`config.mk`:
```
export PLATFORM = sky130hd
export DESIGN_NAME = lbe_ctrl
export DESIGN_NICKNAME = d
export VERILOG_FILES = /design/src/hdl/lbe_pkg.sv /design/src/hdl/lbe_ctrl.sv
export SDC_FILE = /design/constraint.sdc
export NUM_CORES = 1
export LEC_CHECK = 0
export BUFFER_PORTS_ARGS = -buffer_cell sky130_fd_sc_hd__buf_2
export CORE_AREA = 5 5 42 44
export DETAILED_ROUTE_END_ITERATION = 6
export DIE_AREA = 0 0 47 49
export PLACE_DENSITY = 0.56
export SLEW_MARGIN = 20
export SYNTH_ARGS = -nofsm -noshare
export SYNTH_HDL_FRONTEND = slang
export SYNTH_SLANG_ARGS = --single-unit
```
`constraint.sdc`:
```
create_clock -name clock -period 2.54 [get_ports clock]
set_clock_uncertainty 0.15 [all_clocks]
set_input_delay 0.127 -clock clock [delete_from_list [all_inputs] [get_ports clock]]
set_output_delay 0.127 -clock clock [all_outputs]
set_load 0.005 [all_outputs]
```
`src/hdl/lbe_pkg.sv`:
```
// ----------------------------------------------------------------------------
// LZW byte encoder package
// Transaction types, controller states and controller/datapath links.
// ----------------------------------------------------------------------------
package lbe_pkg;

   localparam int BYTE_BITS     = 8;
   localparam int OUT_CODE_BITS = 12;
   localparam int EPOCH_BITS    = 8;

   typedef struct packed {
      logic [BYTE_BITS-1:0] data_byte;
      logic                 end_of_message;
   } req_type;

   typedef struct packed {
      logic [OUT_CODE_BITS-1:0] code_word;
      logic                     final_code;
   } rsp_type;

   typedef enum logic [4:0] {
      ST_CLEAR = 5'b00001,
      ST_IDLE  = 5'b00010,
      ST_READ  = 5'b00100,
      ST_CHECK = 5'b01000,
      ST_LAST  = 5'b10000
   } state_type;

   typedef struct packed {
      logic accept;      // latch byte and hash, start prefix if none
      logic rd;          // read hash slot
      logic take_hit;    // prefix <= matched code
      logic probe_next;  // advance to next slot
      logic miss;        // emit prefix, insert pair unless full, restart prefix
      logic emit_last;   // emit final prefix, end message
      logic clear_step;  // sweep one table slot
   } cmd_type;

   typedef struct packed {
      logic prefix_valid;
      logic last;
      logic hit;
      logic occupied;
      logic out_free;
      logic epoch_wrap;
      logic clear_done;
   } sts_type;

endpackage

```
`src/hdl/lbe_ctrl.sv`:
```
// ----------------------------------------------------------------------------
// LZW byte encoder controller
// Sequences accept, table probe, result emission and table sweep.
// ----------------------------------------------------------------------------
module lbe_ctrl import lbe_pkg::*; (
   input  logic    clock,
   input  logic    reset,
   input  logic    req_valid,
   output logic    req_stall,
   input  sts_type sts,
   output cmd_type cmd
);

   state_type state_ff, state_in;

   always_comb begin
      state_in = state_ff;
      cmd      = '0;
      unique case (state_ff)
         ST_CLEAR: begin
            cmd.clear_step = 1'b1;
            if (sts.clear_done) begin
               state_in = ST_IDLE;
            end
         end
         ST_IDLE: begin
            if (req_valid) begin
               cmd.accept = 1'b1;
               if (sts.prefix_valid) begin
                  state_in = ST_READ;
               end else if (sts.last) begin
                  state_in = ST_LAST;
               end
            end
         end
         ST_READ: begin
            cmd.rd   = 1'b1;
            state_in = ST_CHECK;
         end
         ST_CHECK: begin
            if (sts.hit) begin
               cmd.take_hit = 1'b1;
               state_in     = sts.last ? ST_LAST : ST_IDLE;
            end else if (sts.occupied) begin
               cmd.probe_next = 1'b1;
               state_in       = ST_READ;
            end else if (sts.out_free) begin
               cmd.miss = 1'b1;
               state_in = sts.last ? ST_LAST : ST_IDLE;
            end
         end
         ST_LAST: begin
            if (sts.out_free) begin
               cmd.emit_last = 1'b1;
               state_in      = sts.epoch_wrap ? ST_CLEAR : ST_IDLE;
            end
         end
         default: state_in = ST_CLEAR;
      endcase
   end

   // sts.last is the latched flag, but in IDLE it must see the incoming one;
   // the datapath muxes that for us.
   assign req_stall = (state_ff != ST_IDLE);

   always_ff @(posedge clock) begin
      if (reset) begin
         state_ff <= ST_CLEAR;
      end else begin
         state_ff <= state_in;
      end
   end

endmodule

```
==> results.cfg <==
[grt]
grt_remaining_overflow = 0
grt_pass1_wl_um = 1870
grt_pass1_vias = 464
antenna_found_initial = 0
grt_max_degree = 11
track_usage_pct = 10.8

[drt]
drtAntennaViolNets = 0
remaining_drc_errors = 0
first_pass_iters = 4
drt_iter0_markers = 6
routed_wl_um = 1100
drt-wirelength-per-cell_um = 11.9
drt-vias-per-instance = 5.28
via_count = 486

[sta]
setup_ws_ps = 516
post-route-period-util_pct = 79.7
max_slew.worst_pin.slew_ps = 602
fin_tns_setup_ps = 0
finalCriticalPeriod_ps = 2020
rsz0062_at_grt = no
setup_viol = 0
slew_headroom_pct = 59.6
whs_ps = 90.1
fmax_ghz = 0.494
finalHoldViolations = 0
slew_viol_final = 0

[clock_tree]
cts_made_buffers = 3
cts.sinks = 5
clk_latency_ps = 240
clk_path_buf_depth = 2
root_buffer = clkbuf_4
path_clk_slew_ps = 40
cts_tree = yes
cts_htree_levels = 1

[synth]
syn_inst = 55
yosys_warnings = 0
yosysUniqueCellTypes = 29
avgSynthCellArea_sq_um = 7.46
syn_nets = 65
synthesis.area_sq_um = 410
seq_area_frac_synth_pct = 24.4
synth-seq-cells = 5

[cells_and_area]
largest_reg_flops = 5
final_cell_mix = buf_2, nor2_1, o21ai_0, dfxtp_1
num_antenna_cells = 0
largest-register = state_ff
drive_gt1_share_pct = 34.2
utilization_pct = 38.6
fin_area_sq_um = 541
final_cells = 92
reg.largest.list = state_ff (5)
final_common_cell = buf_2
nets = 87
syn_to_final_growth_pct = 31.7

[min_path]
hold_depth = 3
hold_path_class = input pin to flip-flop

[setup_path]
startpoint_type = flip-flop
cp_max_fo = 10
required_ps = 2510
end_kind = flip-flop
slowest_stage = or4b_4
cp_cell_sequence = or4b_4, or2_4, a21oi_4, nor2_2, a311o_1
crit_type = flip-flop to flip-flop
critical_path_arrival_ps = 2000
max_stage_delay_ps = 560
reg2reg_depth = 5

[run]
cap_viol_max_count = 0

[power_and_ir_drop]
p_total_uw = 365
peakVddDrop_uv = 410
power.density_nw_per_um2 = 675
leakage_nw = 0.254

[placed_design]
dp_cells = 87
place.gp.congestion = 0.833
hpwl_um = 915
dpl-instance-area_sq_um = 504
place_ws_ps = 519
io_buffers = 17

[floorplan]
fp.dieW_um = 47
die_area_sq_um = 2300
die_y_um = 49
core.rowCount = 14
io-pin-count = 18
core_sq_um = 1400
initial_core_util_pct = 29.3

[outcome]
status = finished, final reports clean
where the power goes:
part           internal (mW)  leakage (nW)  total (mW)  switching (mW)
registers             0.0949        0.0408       0.122          0.0273
logic                 0.0727         0.198       0.153          0.0808
clock network         0.0592        0.0150      0.0891          0.0299
total                  0.227         0.254       0.365           0.138
layer usage:
metal  vias up  GRT usage [%]  wire, um
met5         -              0         0
met4         0           2.76         0
met3         0           4.43        51
met2        11           17.2       540
met1       229           13.2       504
li1        246              -         -
cells in the mapped netlist:
master    count  area, sq um
a21oi_4       1         16.3
o21ai_0       5         25.0
a21oi_1       3         15.0
buf_6         1         11.3
and2_1        1         6.26
inv_1         4         15.0
and3_2        1         7.51
nor2_2        1         6.26
or4_1         1         7.51
o22a_1        1         8.76
dfxtp_1       5          100
a311o_1       1         10.0
nand3_1       1         5.00
nor4b_1       1         8.76
o22ai_1       1         6.26
o311a_1       1         10.0
nor4_1        2         12.5
o31ai_1       1         7.51
nor3_1        2         10.0
and3_1        2         12.5
or4b_4        1         13.8
nand2b_1      3         18.8
xor2_1        1         8.76
nor2_1        6         22.5
or3_2         1         7.51
nor2b_1       1         6.26
nand2_1       4         15.0
or2_4         1         8.76
nor3b_1       1         7.51
critical path, delay by kind of cell, from the launching register on:
| family | cells | cell delay, ps |
|---|---|---|
| AND/OR/NAND/NOR | 3 | 870 |
| AO/OA/AOI/OAI | 2 | 510 |
| flip-flops | 1 | 380 |
cells by family (layout without fill, tap and decap cells):
logic type / after synthesis / count (layout) / share of synthesized area [%]
buffers and inverters: 5 / 26 / 6.40
AND/OR/NAND/NOR: 30 / 30 / 43.0
flip-flops: 5 / 5 / 24.4
AO/OA/AOI/OAI: 14 / 14 / 24.1
XOR/XNOR: 1 / 1 / 2.13
area by class of cell:
| cell class | count | area (sq um) |
|---|---|---|
| fillers | 168 | 861 |
| multi-input cells | 45 | 284 |
| flip-flops and latches | 5 | 100 |
| repair buffers | 18 | 95.1 |
| clock buffers | 4 | 26.3 |
| well taps | 16 | 20.0 |
| inverters | 4 | 15.0 |
path summary, 6_finish.rpt:
path                              endpoint  slack (ps)                startpoint
hold / removal    state_ff[2]$_SDFFE_PP0P_          90                    sts[6]
setup / recovery  state_ff[0]$_SDFFE_PP1P_         520  state_ff[3]$_SDFFE_PP0P_
hold reg to reg   state_ff[4]$_SDFFE_PP0P_         400  state_ff[4]$_SDFFE_PP0P_
setup reg to reg  state_ff[0]$_SDFFE_PP1P_         520  state_ff[3]$_SDFFE_PP0P_
repair_timing:
item,4_1_cts,5_1_grt
setup endpoints to repair,0,0
endpoints found under the hold margin,3,0
gates resized for setup,0,0
hold buffers,1,0
setup buffers,0,0
(Power assumes the default switching activity.)
